$ cat src/hdl/iee_pkg.sv
package iee_pkg;

    localparam int VALUE_WIDTH = 32;
    localparam int OP_DEPTH    = 32;
    localparam int VAL_DEPTH   = 32;
    localparam int OP_AW       = $clog2(OP_DEPTH);
    localparam int VAL_AW      = $clog2(VAL_DEPTH);
    localparam int DIV_CW      = $clog2(VALUE_WIDTH);

    localparam logic [3:0] TK_DIGIT  = 4'd0;
    localparam logic [3:0] TK_PLUS   = 4'd1;
    localparam logic [3:0] TK_MINUS  = 4'd2;
    localparam logic [3:0] TK_TIMES  = 4'd3;
    localparam logic [3:0] TK_DIVIDE = 4'd4;
    localparam logic [3:0] TK_MIN    = 4'd5;
    localparam logic [3:0] TK_MAX    = 4'd6;
    localparam logic [3:0] TK_OPEN   = 4'd7;
    localparam logic [3:0] TK_CLOSE  = 4'd8;
    localparam logic [3:0] TK_COMMA  = 4'd9;
    localparam logic [3:0] TK_END    = 4'd10;

    localparam logic [2:0] OP_PLUS   = 3'd1;
    localparam logic [2:0] OP_MINUS  = 3'd2;
    localparam logic [2:0] OP_TIMES  = 3'd3;
    localparam logic [2:0] OP_DIVIDE = 3'd4;
    localparam logic [2:0] OP_MIN    = 3'd5;
    localparam logic [2:0] OP_MAX    = 3'd6;
    localparam logic [2:0] OP_OPEN   = 3'd7;

    localparam logic [1:0] ERR_NONE  = 2'd0;
    localparam logic [1:0] ERR_DIV0  = 2'd1;
    localparam logic [1:0] ERR_STACK = 2'd2;
    localparam logic [1:0] ERR_PAREN = 2'd3;

    typedef struct packed {
        logic [3:0] operation;
        logic [3:0] digit;
    } t_in;

    typedef struct packed {
        logic signed [31:0] value;
        logic [1:0]         error;
    } t_out;

    function automatic logic [1:0] rank_of(input logic [2:0] code);
        logic [1:0] r;
        r = 2'd0;
        if (code == OP_PLUS || code == OP_MINUS) begin
            r = 2'd1;
        end else if (code == OP_TIMES || code == OP_DIVIDE) begin
            r = 2'd2;
        end
        return r;
    endfunction

endpackage

$ cat src/hdl/infix_expression_evaluator_unit.sv
// Infix expression evaluator.
// Input channel: one token per beat (i_in_valid / o_in_stall, payload t_in).
// Output channel: one result beat per end token (o_out_valid / i_out_stall,
// payload t_out holding the value and the error code).
// A digit, min, max or open token is pushed from the idle state. Plus,
// minus, times and divide, close, comma and end walk the operator stack
// through one shared arithmetic unit: each operator inspected is read
// (S_OPRD) and checked (S_OPCHK), each operator applied passes S_APPLY,
// and a divide then runs S_DIV, one quotient bit a cycle. An end token
// emits its result from S_FIN. The operator and value stacks are memories
// with registered reads, hence the read step S_OPRD before each check.
// o_in_stall is high while a token is being worked on.
// The result sits in an output register; the next tokens are accepted while
// it waits. A second end token holds in its final step until the register
// is free.
// Reset empties both stacks, clears the error code and drops any pending
// result; stack contents need no clearing.
module infix_expression_evaluator_unit (
    input  logic           i_clk,
    input  logic           i_rst_n,
    input  logic           i_in_valid,
    input  iee_pkg::t_in   i_in_data,
    output logic           o_in_stall,
    output logic           o_out_valid,
    output iee_pkg::t_out  o_out_data,
    input  logic           i_out_stall
);
    import iee_pkg::*;

    typedef enum logic [5:0] {
        S_IDLE  = 6'b000001,
        S_OPRD  = 6'b000010,
        S_OPCHK = 6'b000100,
        S_APPLY = 6'b001000,
        S_DIV   = 6'b010000,
        S_FIN   = 6'b100000
    } t_state;

    typedef enum logic [5:0] {
        M_BIN   = 6'b000001,
        M_CLOSE = 6'b000010,
        M_COMMA = 6'b000100,
        M_END   = 6'b001000,
        M_FN    = 6'b010000,
        M_DONE  = 6'b100000
    } t_mode;

    logic [2:0]             r_opmem [OP_DEPTH];
    logic [VALUE_WIDTH-1:0] r_valmem [VAL_DEPTH];

    t_state                 r_state, n_state;
    t_mode                  r_mode, n_mode;
    logic [OP_AW:0]         r_opc, n_opc;
    logic [VAL_AW:0]        r_vc, n_vc;
    logic [1:0]             r_err, n_err;
    logic [2:0]             r_tok, n_tok;
    logic [2:0]             r_aop, n_aop;
    logic [2:0]             r_optop;
    logic [VALUE_WIDTH-1:0] r_va, r_vb;
    logic [VALUE_WIDTH-1:0] r_quo, n_quo;
    logic [VALUE_WIDTH-1:0] r_dmb, n_dmb;
    logic [VALUE_WIDTH:0]   r_rem, n_rem;
    logic                   r_neg, n_neg;
    logic [DIV_CW-1:0]      r_dcnt, n_dcnt;
    logic                   r_out_valid, n_out_valid;
    t_out                   r_out, n_out;

    logic                   w_opwe, w_vwe;
    logic [OP_AW-1:0]       w_opwa;
    logic [2:0]             w_opwd;
    logic [VAL_AW-1:0]      w_vwa;
    logic [VALUE_WIDTH-1:0] w_vwd;
    logic [VAL_AW:0]        w_vc1, w_vc2;
    logic [OP_AW:0]         w_opc1;
    logic [VALUE_WIDTH:0]   w_rsh;
    logic [VALUE_WIDTH-1:0] w_qsh;
    logic [1:0]             w_raise;
    logic                   w_accept;

    assign w_vc1  = r_vc - 1'b1;
    assign w_vc2  = r_vc - 2'd2;
    assign w_opc1 = r_opc - 1'b1;
    assign w_accept = i_in_valid && (r_state == S_IDLE);
    assign w_rsh  = {r_rem[VALUE_WIDTH-1:0], r_quo[VALUE_WIDTH-1]};
    assign w_qsh  = {r_quo[VALUE_WIDTH-2:0], 1'b0};

    always_ff @(posedge i_clk) begin
        if (w_opwe) begin
            r_opmem[w_opwa] <= w_opwd;
        end
        if (w_vwe) begin
            r_valmem[w_vwa] <= w_vwd;
        end
        r_optop <= r_opmem[w_opc1[OP_AW-1:0]];
        r_vb    <= r_valmem[w_vc1[VAL_AW-1:0]];
        r_va    <= r_valmem[w_vc2[VAL_AW-1:0]];
    end

    always_comb begin
        n_state     = r_state;
        n_mode      = r_mode;
        n_opc       = r_opc;
        n_vc        = r_vc;
        n_tok       = r_tok;
        n_aop       = r_aop;
        n_quo       = r_quo;
        n_dmb       = r_dmb;
        n_rem       = r_rem;
        n_neg       = r_neg;
        n_dcnt      = r_dcnt;
        n_out       = r_out;
        n_out_valid = r_out_valid && i_out_stall;
        w_raise     = ERR_NONE;
        w_opwe      = 1'b0;
        w_opwa      = r_opc[OP_AW-1:0];
        w_opwd      = r_tok;
        w_vwe       = 1'b0;
        w_vwa       = w_vc2[VAL_AW-1:0];
        w_vwd       = '0;
        unique case (r_state)
            S_IDLE: begin
                if (w_accept) begin
                    n_tok = i_in_data.operation[2:0];
                    if (i_in_data.operation == TK_DIGIT) begin
                        if (r_vc >= (VAL_AW+1)'(VAL_DEPTH)) begin
                            w_raise = ERR_STACK;
                        end else begin
                            w_vwe = 1'b1;
                            w_vwa = r_vc[VAL_AW-1:0];
                            w_vwd = VALUE_WIDTH'(i_in_data.digit);
                            n_vc  = r_vc + 1'b1;
                        end
                    end else if (i_in_data.operation == TK_MIN
                                 || i_in_data.operation == TK_MAX
                                 || i_in_data.operation == TK_OPEN) begin
                        if (r_opc >= (OP_AW+1)'(OP_DEPTH)) begin
                            w_raise = ERR_STACK;
                        end else begin
                            w_opwe = 1'b1;
                            w_opwd = i_in_data.operation[2:0];
                            n_opc  = r_opc + 1'b1;
                        end
                    end else if (i_in_data.operation >= TK_PLUS
                                 && i_in_data.operation <= TK_DIVIDE) begin
                        n_mode  = M_BIN;
                        n_state = S_OPRD;
                    end else if (i_in_data.operation == TK_CLOSE) begin
                        n_mode  = M_CLOSE;
                        n_state = S_OPRD;
                    end else if (i_in_data.operation == TK_COMMA) begin
                        n_mode  = M_COMMA;
                        n_state = S_OPRD;
                    end else if (i_in_data.operation == TK_END) begin
                        n_mode  = M_END;
                        n_state = S_OPRD;
                    end
                end
            end
            S_OPRD: begin
                n_state = S_OPCHK;
            end
            S_OPCHK: begin
                n_aop   = r_optop;
                n_state = S_IDLE;
                unique case (r_mode)
                    M_BIN: begin
                        if (r_opc == '0 || r_optop == OP_OPEN
                            || rank_of(r_optop) < rank_of(r_tok)) begin
                            if (r_opc >= (OP_AW+1)'(OP_DEPTH)) begin
                                w_raise = ERR_STACK;
                            end else begin
                                w_opwe = 1'b1;
                                n_opc  = r_opc + 1'b1;
                            end
                        end else begin
                            n_opc   = w_opc1;
                            n_state = S_APPLY;
                        end
                    end
                    M_CLOSE, M_COMMA: begin
                        if (r_opc == '0) begin
                            w_raise = ERR_PAREN;
                        end else if (r_optop == OP_OPEN) begin
                            if (r_mode == M_CLOSE) begin
                                n_opc   = w_opc1;
                                n_mode  = M_FN;
                                n_state = S_OPRD;
                            end
                        end else begin
                            n_opc   = w_opc1;
                            n_state = S_APPLY;
                        end
                    end
                    M_FN: begin
                        if (r_opc != '0 && (r_optop == OP_MIN || r_optop == OP_MAX)) begin
                            n_opc   = w_opc1;
                            n_mode  = M_DONE;
                            n_state = S_APPLY;
                        end
                    end
                    M_END: begin
                        if (r_opc == '0) begin
                            n_state = S_FIN;
                        end else begin
                            n_opc   = w_opc1;
                            n_state = S_APPLY;
                        end
                    end
                    M_DONE: begin
                        n_state = S_IDLE;
                    end
                    default: begin
                        n_state = S_IDLE;
                    end
                endcase
            end
            S_APPLY: begin
                n_state = S_OPRD;
                if (r_aop == OP_OPEN) begin
                    w_raise = ERR_PAREN;
                end else if (r_vc < (VAL_AW+1)'(2)) begin
                    w_raise = ERR_STACK;
                end else if (r_aop == OP_DIVIDE) begin
                    if (r_vb == '0) begin
                        w_raise = ERR_DIV0;
                        w_vwe   = 1'b1;
                        w_vwd   = '0;
                        n_vc    = w_vc1;
                    end else begin
                        n_neg   = r_va[VALUE_WIDTH-1] ^ r_vb[VALUE_WIDTH-1];
                        n_quo   = r_va[VALUE_WIDTH-1] ? (~r_va + 1'b1) : r_va;
                        n_dmb   = r_vb[VALUE_WIDTH-1] ? (~r_vb + 1'b1) : r_vb;
                        n_rem   = '0;
                        n_dcnt  = DIV_CW'(VALUE_WIDTH - 1);
                        n_state = S_DIV;
                    end
                end else begin
                    w_vwe = 1'b1;
                    n_vc  = w_vc1;
                    unique case (r_aop)
                        OP_PLUS:  w_vwd = r_va + r_vb;
                        OP_MINUS: w_vwd = r_va - r_vb;
                        OP_TIMES: w_vwd = VALUE_WIDTH'(r_va * r_vb);
                        OP_MIN:   w_vwd = ($signed(r_vb) < $signed(r_va)) ? r_vb : r_va;
                        OP_MAX:   w_vwd = ($signed(r_va) < $signed(r_vb)) ? r_vb : r_va;
                        default:  w_vwd = '0;
                    endcase
                end
            end
            S_DIV: begin
                if (w_rsh >= {1'b0, r_dmb}) begin
                    n_rem = w_rsh - {1'b0, r_dmb};
                    n_quo = w_qsh | VALUE_WIDTH'(1);
                end else begin
                    n_rem = w_rsh;
                    n_quo = w_qsh;
                end
                n_dcnt = r_dcnt - 1'b1;
                if (r_dcnt == '0) begin
                    w_vwe   = 1'b1;
                    w_vwd   = r_neg ? (~n_quo + 1'b1) : n_quo;
                    n_vc    = w_vc1;
                    n_state = S_OPRD;
                end
            end
            S_FIN: begin
                if (!r_out_valid || !i_out_stall) begin
                    n_out_valid = 1'b1;
                    n_out.value = (r_vc == '0) ? '0 : 32'($signed(r_vb));
                    n_out.error = (r_err != ERR_NONE) ? r_err
                                : ((r_vc != (VAL_AW+1)'(1)) ? ERR_STACK : ERR_NONE);
                    n_opc   = '0;
                    n_vc    = '0;
                    n_state = S_IDLE;
                end
            end
            default: begin
                n_state = S_IDLE;
            end
        endcase
        n_err = r_err;
        if (r_state == S_FIN && n_state == S_IDLE) begin
            n_err = ERR_NONE;
        end else if (r_err == ERR_NONE) begin
            n_err = w_raise;
        end
    end

    always_ff @(posedge i_clk) begin
        if (!i_rst_n) begin
            r_state     <= S_IDLE;
            r_mode      <= M_DONE;
            r_opc       <= '0;
            r_vc        <= '0;
            r_err       <= ERR_NONE;
            r_out_valid <= 1'b0;
        end else begin
            r_state     <= n_state;
            r_mode      <= n_mode;
            r_opc       <= n_opc;
            r_vc        <= n_vc;
            r_err       <= n_err;
            r_out_valid <= n_out_valid;
        end
        r_tok  <= n_tok;
        r_aop  <= n_aop;
        r_quo  <= n_quo;
        r_dmb  <= n_dmb;
        r_rem  <= n_rem;
        r_neg  <= n_neg;
        r_dcnt <= n_dcnt;
        r_out  <= n_out;
    end

    assign o_in_stall  = (r_state != S_IDLE);
    assign o_out_valid = r_out_valid;
    assign o_out_data  = r_out;

    a_vc_bound: assert property (@(posedge i_clk) disable iff (!i_rst_n)
        r_vc <= (VAL_AW+1)'(VAL_DEPTH))
        else $error("value count beyond depth");
    a_opc_bound: assert property (@(posedge i_clk) disable iff (!i_rst_n)
        r_opc <= (OP_AW+1)'(OP_DEPTH))
        else $error("operator count beyond depth");
    a_div_nonzero: assert property (@(posedge i_clk) disable iff (!i_rst_n)
        (r_state == S_DIV) |-> (r_dmb != '0))
        else $error("divider running on zero divisor");
    a_out_from_fin: assert property (@(posedge i_clk) disable iff (!i_rst_n)
        $rose(r_out_valid) |-> $past(r_state == S_FIN))
        else $error("result raised outside final step");
    a_fin_clears: assert property (@(posedge i_clk) disable iff (!i_rst_n)
        (r_state == S_FIN && n_state == S_IDLE) |=> (r_vc == '0 && r_opc == '0))
        else $error("stacks not cleared after end");

endmodule
$ cat config.mk
export PLATFORM = sky130hd
export DESIGN_NAME = infix_expression_evaluator_unit
export DESIGN_NICKNAME = d
export VERILOG_FILES = /design/src/hdl/iee_pkg.sv /design/src/hdl/infix_expression_evaluator_unit.sv
export SDC_FILE = /design/constraint.sdc
export NUM_CORES = 2
export LEC_CHECK = 0
export BUFFER_PORTS_ARGS = -buffer_cell sky130_fd_sc_hd__buf_2
export CAP_MARGIN = 20
export CORE_MARGIN = 1.5
export CORE_UTILIZATION = 43
export DETAILED_ROUTE_END_ITERATION = 16
export PLACE_DENSITY_LB_ADDON = 0.08
export SLEW_MARGIN = 20
export SYNTH_ARGS = -nofsm -noshare
export SYNTH_HDL_FRONTEND = slang
export SYNTH_SLANG_ARGS = --single-unit
$ cat constraint.sdc
create_clock -name i_clk -period 15.7 [get_ports i_clk]
set_input_delay 1.57 -clock i_clk [delete_from_list [all_inputs] [get_ports i_clk]]
set_output_delay 1.57 -clock i_clk [all_outputs]
set_load 0.01 [all_outputs]
**After elaboration in Yosys (flattened, before gate mapping)**

Memories as Yosys holds them, arrays and structs flattened. A register that Yosys moved wholly into a read port is not among the register bits.
Index checks and enable logic that the tools add are counted.

- Flip-flop bits (word level): 169
- Input bits: 12
- Bits in writable memories: 1120
- Word-level logic and storage cells: 288
- Memories: 2

Memories:

| name | words | bits a word | rd ports | clocked after Yosys merged registers in | write ports | line | RTL |
|---|---|---|---|---|---|---|---|
| r_valmem | 32 | 32 | 2 | 2 | 1 | infix_expression_evaluator_unit.sv:49 | `logic [VALUE_WIDTH-1:0] r_valmem [VAL_DEPTH];` |
| r_opmem | 32 | 3 | 1 | 1 | 1 | infix_expression_evaluator_unit.sv:48 | `logic [2:0] r_opmem [OP_DEPTH];` |

- Reductions and logical operators: 38
- Eq/ne operators: 60
- Mux-type cells: 142
- $mul: 1
- Add/sub/neg operators: 12
- Magnitude comparators: 9
- Bitwise operators: 8

Operators by type and width:

| kind | number |
|---|---|
| $mux W32 | 18 |
| $mux W6 | 42 |
| $pmux W32 S5 | 1 |
| $pmux W32 S2 | 2 |
| $add A32 B1 Y32 const B | 3 |
| $not A32 Y32 | 3 |
| $pmux W32 S3 | 1 |
| $pmux W6 S4 | 3 |
| $lt A32 B32 Y1 | 2 |
| $sub A32 B32 Y32 | 2 |
| $mux W5 | 12 |
| $mux W2 | 20 |
| $pmux W6 S6 | 1 |
| $ge A33 B32 Y1 | 1 |
| $add A32 B32 Y32 | 1 |
| $logic_not A32 Y1 | 1 |
| $mul A32 B32 Y32 | 1 |
| $mux W31 | 1 |
| $eq A3 B3 Y1 const B | 9 |
| $pmux W6 S2 | 2 |
| $mux W1 | 23 |
| $mux W4 | 5 |
| $ne A2 B2 Y1 const B | 10 |
| $reduce_and A10 Y1 | 2 |
| 50 further kinds | 104 |

**Logic depth before layout (Yosys ltp)**

- Depth in word-level cells: 14
- Mapped depth: 31
- Gate-level depth less buffers: 28

**Worst setup path after synthesis**

Ideal clock, no wire load.

- Kind: flip-flop to flip-flop
- Start point: register r_vb[2], read port of r_valmem
- End point: memory r_valmem[0][30] (data pin)
- Period minus slack after synthesis: 8.405 ns
- Buffers on the path: 2
- Arrival: 8.007 ns
- Stages on the path, launching flop included: 25
- Slack: 7.295 ns
- Cells stage by stage: dfxtp_1 buf_1 clkinv_1 buf_1 nor2_1 fa_1 inv_1 fa_1 fa_1 fa_1 inv_1 fa_1 inv_1 fa_1 inv_1 fa_1 fa_1 ha_1 and4_1 a221o_1 o31a_1 a41o_1 nor3_1 o31ai_1 a41oi_1

- Cells in the longest elaborated chain, start to end: 7

Ends and longest elaborated chain:

| what | line | RTL |
|---|---|---|
| start, declared | infix_expression_evaluator_unit.sv:59 | `logic [VALUE_WIDTH-1:0] r_va, r_vb;` |
| parallel branches: the longest is 2 deep, another holds $mul A32 B32 Y32 | n/a |  |
| $pmux W32 S5 (*) | infix_expression_evaluator_unit.sv:240 | `unique case (r_aop)` |
| $mux W32 (*) | infix_expression_evaluator_unit.sv:223 | `end else if (r_aop == OP_DIVIDE) begin` |
| $mux W32 (*) | infix_expression_evaluator_unit.sv:221 | `end else if (r_vc < (VAL_AW+1)'(2)) begin` |
| $mux W32 (*) | infix_expression_evaluator_unit.sv:219 | `if (r_aop == OP_OPEN) begin` |
| $pmux W32 S3 (*) | infix_expression_evaluator_unit.sv:120 | `unique case (r_state)` |
| named net w_vwd[30] | infix_expression_evaluator_unit.sv:72 | `logic [VALUE_WIDTH-1:0] w_vwd;` |
| end, declared | infix_expression_evaluator_unit.sv:49 |  |

Mark *: on every way through the listed nets, which the timed path passes.

**Worst setup path after layout**

- Start point: register r_va[10], read port of r_valmem
- End point: memory r_valmem[1][24] (data pin)

- Cells in the longest elaborated chain, start to end: 7

Ends and longest elaborated chain:

| what | line |
|---|---|
| start, declared | infix_expression_evaluator_unit.sv:59 |
| parallel branches: the longest is 2 deep, another holds $mul A32 B32 Y32 | n/a |
| $pmux W32 S5 (*) | infix_expression_evaluator_unit.sv:240 |
| $mux W32 (*) | infix_expression_evaluator_unit.sv:223 |
| $mux W32 (*) | infix_expression_evaluator_unit.sv:221 |
| $mux W32 (*) | infix_expression_evaluator_unit.sv:219 |
| $pmux W32 S3 (*) | infix_expression_evaluator_unit.sv:120 |
| named net w_vwd[24] | infix_expression_evaluator_unit.sv:72 |

Marks and branches as above.

==> results.md <==
- Initial antenna violation count: 9
- Filler instances: 16,700
- Drt initial violations: 6,365
- Clk sinks: 1,356
- Hold/Removal Path Class: reg -> reg
- Hpwl dp: 181,000 µm
- Critical path required time: 16.14 ns
- Count leader, synth: edfxtp_1
- Hold Fails Final Rpt: 0
- Synth area leaders: edfxtp_1 (45%), mux4_2 (18%), fa_1 (9.9%)
- CP Data Arrival Time: 10.00 ns
- Met2 GRT Util: 45.5%
- Synthesized area: 83,400 µm²
- First-pass GRT wire length: 405,000 µm
- Slowest CP cell: clkinv_1
- Leading area contributor after synthesis: edfxtp_1
- Reg2reg path depth: 23
- Final worst path period share: 60.9%
- Reg2reg end: r_valmem[1][24]$_DFFE_PP_
- Worst-path clk slew: 0.07 ns
- CP cell instances: clkinv_1 -> nor2_1 -> fa_1 -> fa_1 -> fa_1 -> inv_1 -> fa_1 -> inv_1 -> fa_1 -> inv_1 -> fa_1 -> inv_1 -> fa_1 -> fa_1 -> ha_1 -> and4_1 -> a221o_1 -> o31a_1 -> a31oi_1 -> xor2_1 -> nor2_1 -> nor3_1 -> o22ai_4
- Post-CTS Resized: 0
- Critical path startpoint: r_va[10]$_DFF_P_
- Critical Path Max Stage Delay: 0.77 ns
- GRT Max-Usage Layer: met2
- Max transition margin: 16.7%
- Gr ovfl total: 0
- Synth top cells by count: edfxtp_1 (1,262), mux4_2 (670), nor2_1 (561)
- Ys async rst share: 0%
- Clk_skew: 0.0434 ns
- Nets@finish: 6,647
- Synth unique cells: 89
- R2R setup slack: 6.14 ns
- FMAX: 0.105 GHz
- Seq cells post-synth: 1,356
- Number of CTS-inserted buffers: 154
- CTS max path bufs: 3
- Worst path depth: 23
- H-tree depth: 4
- Max_cap viols: 0
- # DRC: 0
- Top_reg_cell synth: edfxtp_1
- Critical setup path kind: reg -> reg
- CTS tree: done
- Clk root buf: clkbuf_16
- Drt pass-1 iters: 9
- Worst hold slack: 0.529 ns
- Die H: 444 µm
- Vias in the first global route: 54,300
- Final WL: 283,000 µm
- DP Cell Count: 8,328
- Pins over their slew limit: 0
- Syn_area_per_cell: 14.0 µm²
- Met1 GRT Util: 41.2%
- Outcome: completed
- Number of synthesized flops with an enable pin: 1,262
- DR vias: 53,900
- Most numerous cell on the critical path: fa_1
- Starting Density: 43.3%
- Setup TNS: 0 ns
- Gpl congestion: 0.977
- Postcts setup bufs: 0
- Crit start category: register
- Die W: 444 µm
- Routed Antenna Nets: 0
- Largest net degree at the start of global routing: 122
- Min Tclk post-route: 9.56 ns
- Die area: 197,000 µm²
- Syn Inst Count: 5,959
- Synth warn: 0
- CP Max Fanout: 32
- # hold bufs at CTS: 0
- # setup viols final: 0
- CP Capture Type: register
- Reg-to-reg startpoint: r_va[10]$_DFF_P_
- Num rows: 161
- Top cell type's share of synthesized area: 45.4%
- Delay-heaviest family, CP: adder cells
- Syn nets: 6,648
- Buffer and inverter count on the worst path: 5
- Post-synthesis sequential area ratio: 47.7%
- # IOs: 48
- Synth-to-Final Area Change: 10.8%
- Global Route met3 Usage: 4.05%
- Fraction of final layout cells sized beyond drive strength 1: 21.5%
- Worst-Skew Late Latency: 0.84 ns
- IO Port Bufs: 47
- Worst setup endpoint: r_valmem[1][24]$_DFFE_PP_
- RSZ-0062 raised after global routing: false
- Non-filler cells, final: 8,611
- Vias per cell: 6.26
- Slew of the pin with the lowest slew margin: 1.25 ns
- Routed WL per cell: 32.9 µm
- Core box area: 193,000 µm²
- GRT Overall Usage: 28.9%
## sequential cells by signal (all words and copies together), names as in the netlist, 32 cells and up
name,flops
r_quo,32
r_vb,32
r_valmem,1024
r_dmb,32
r_va,32
o_out_data,34
r_rem,32
r_opmem,96
## cells by family (layout without fill, tap and decap cells)
family / after synthesis / in the layout / synth area share, %
fa+ha+maj: 677 / 677 / 13.8
buf+inv: 909 / 1034 / 4.11
flops: 1356 / 1356 / 47.7
simple gates: 1241 / 1241 / 6.47
mux: 789 / 789 / 19.6
xor+xnor: 225 / 225 / 2.38
other cells: 0 / 1 / 0
compound gates: 762 / 762 / 5.91
## metal layers
layer  share of wire (%)  wire, µm
met1                  42    119000
met4                 3.8     10800
met2                  47    132000
met3                 7.7     21900
met5              0.0074        21
## tightest hold or removal path: cells and delay by family, from the launching register on
kind | cells | cell delay (ns)
flops | 1 | 0.33
simple gates | 2 | 0.16
## cell usage in the layout (no fill, tap or decap), types with 20 or more instances in the layout
master,instances
clkbuf_1,32
a21o_1,48
mux2i_1,48
nor2_4,30
or3_1,21
o22ai_1,33
a211oi_1,28
buf_4,171
mux4_2,670
o21a_1,23
nand3_1,28
a31oi_1,21
nand2b_1,29
clkinv_1,40
o21ai_0,166
fa_1,411
nor2b_1,24
nor3_1,42
clkbuf_16,154
nor2_1,531
a221oi_1,22
clkinv_2,27
edfxtp_1,1262
xor2_1,67
mux2_2,71
nand2_1,399
buf_2,47
ha_1,263
o31ai_1,34
inv_1,512
xnor2_1,152
o21bai_1,20
a21oi_1,188
dfxtp_1,90
nand4_1,22
## final cells by class
| class | instances | area (µm²) | area share, % |
|---|---|---|---|
| multi-input cells | 3694 | 40900 | 44.2 |
| flip-flops and latches | 1356 | 39800 | 43.0 |
| clock buffers | 193 | 4070 | 4.40 |
| well taps | 2526 | 3160 | 3.42 |
| inverters | 530 | 1990 | 2.15 |
| repair buffers | 222 | 1600 | 1.73 |
| clock inverters | 89 | 962 | 1.04 |
| diodes | 1 | 2.50 | 0.00271 |
## per-stage QoR
| stage | utilization (%) | instance area [µm²] | worst slack, ns |
|---|---|---|---|
| after detailed placement | 45.4 | 87400 | 6.21 |
| after global routing | 48.0 | 92500 | 5.88 |
| after global placement | 45.4 | 87400 | 6.10 |
| final | 48.0 | 92500 | 6.14 |
| after CTS | 48.0 | 92400 | 6.17 |
| after floorplan | - | 83400 | 7.30 |
## worst min path at each step
stage	start	endpoint	slack, ns	cells past startpoint
finish	r_err[1]$_SDFFE_PP0N_	r_err[1]$_SDFFE_PP0N_	0.53	2
global route	r_err[0]$_SDFFE_PP0N_	o_out_data[0]$_SDFFCE_PN0P_	0.55	0
CTS	r_err[1]$_SDFFE_PP0N_	r_err[1]$_SDFFE_PP0N_	0.52	2
detailed placement	r_err[1]$_SDFFE_PP0N_	r_err[1]$_SDFFE_PP0N_	0.50	2
global placement	r_err[1]$_SDFFE_PP0N_	r_err[1]$_SDFFE_PP0N_	0.50	2
floorplan	r_err[1]$_SDFFE_PP0N_	r_err[1]$_SDFFE_PP0N_	0.46	2
Power is left out: the tool's default activity adds up to more than one toggle a clock period on the data nets, which glitch-free logic cannot reach.
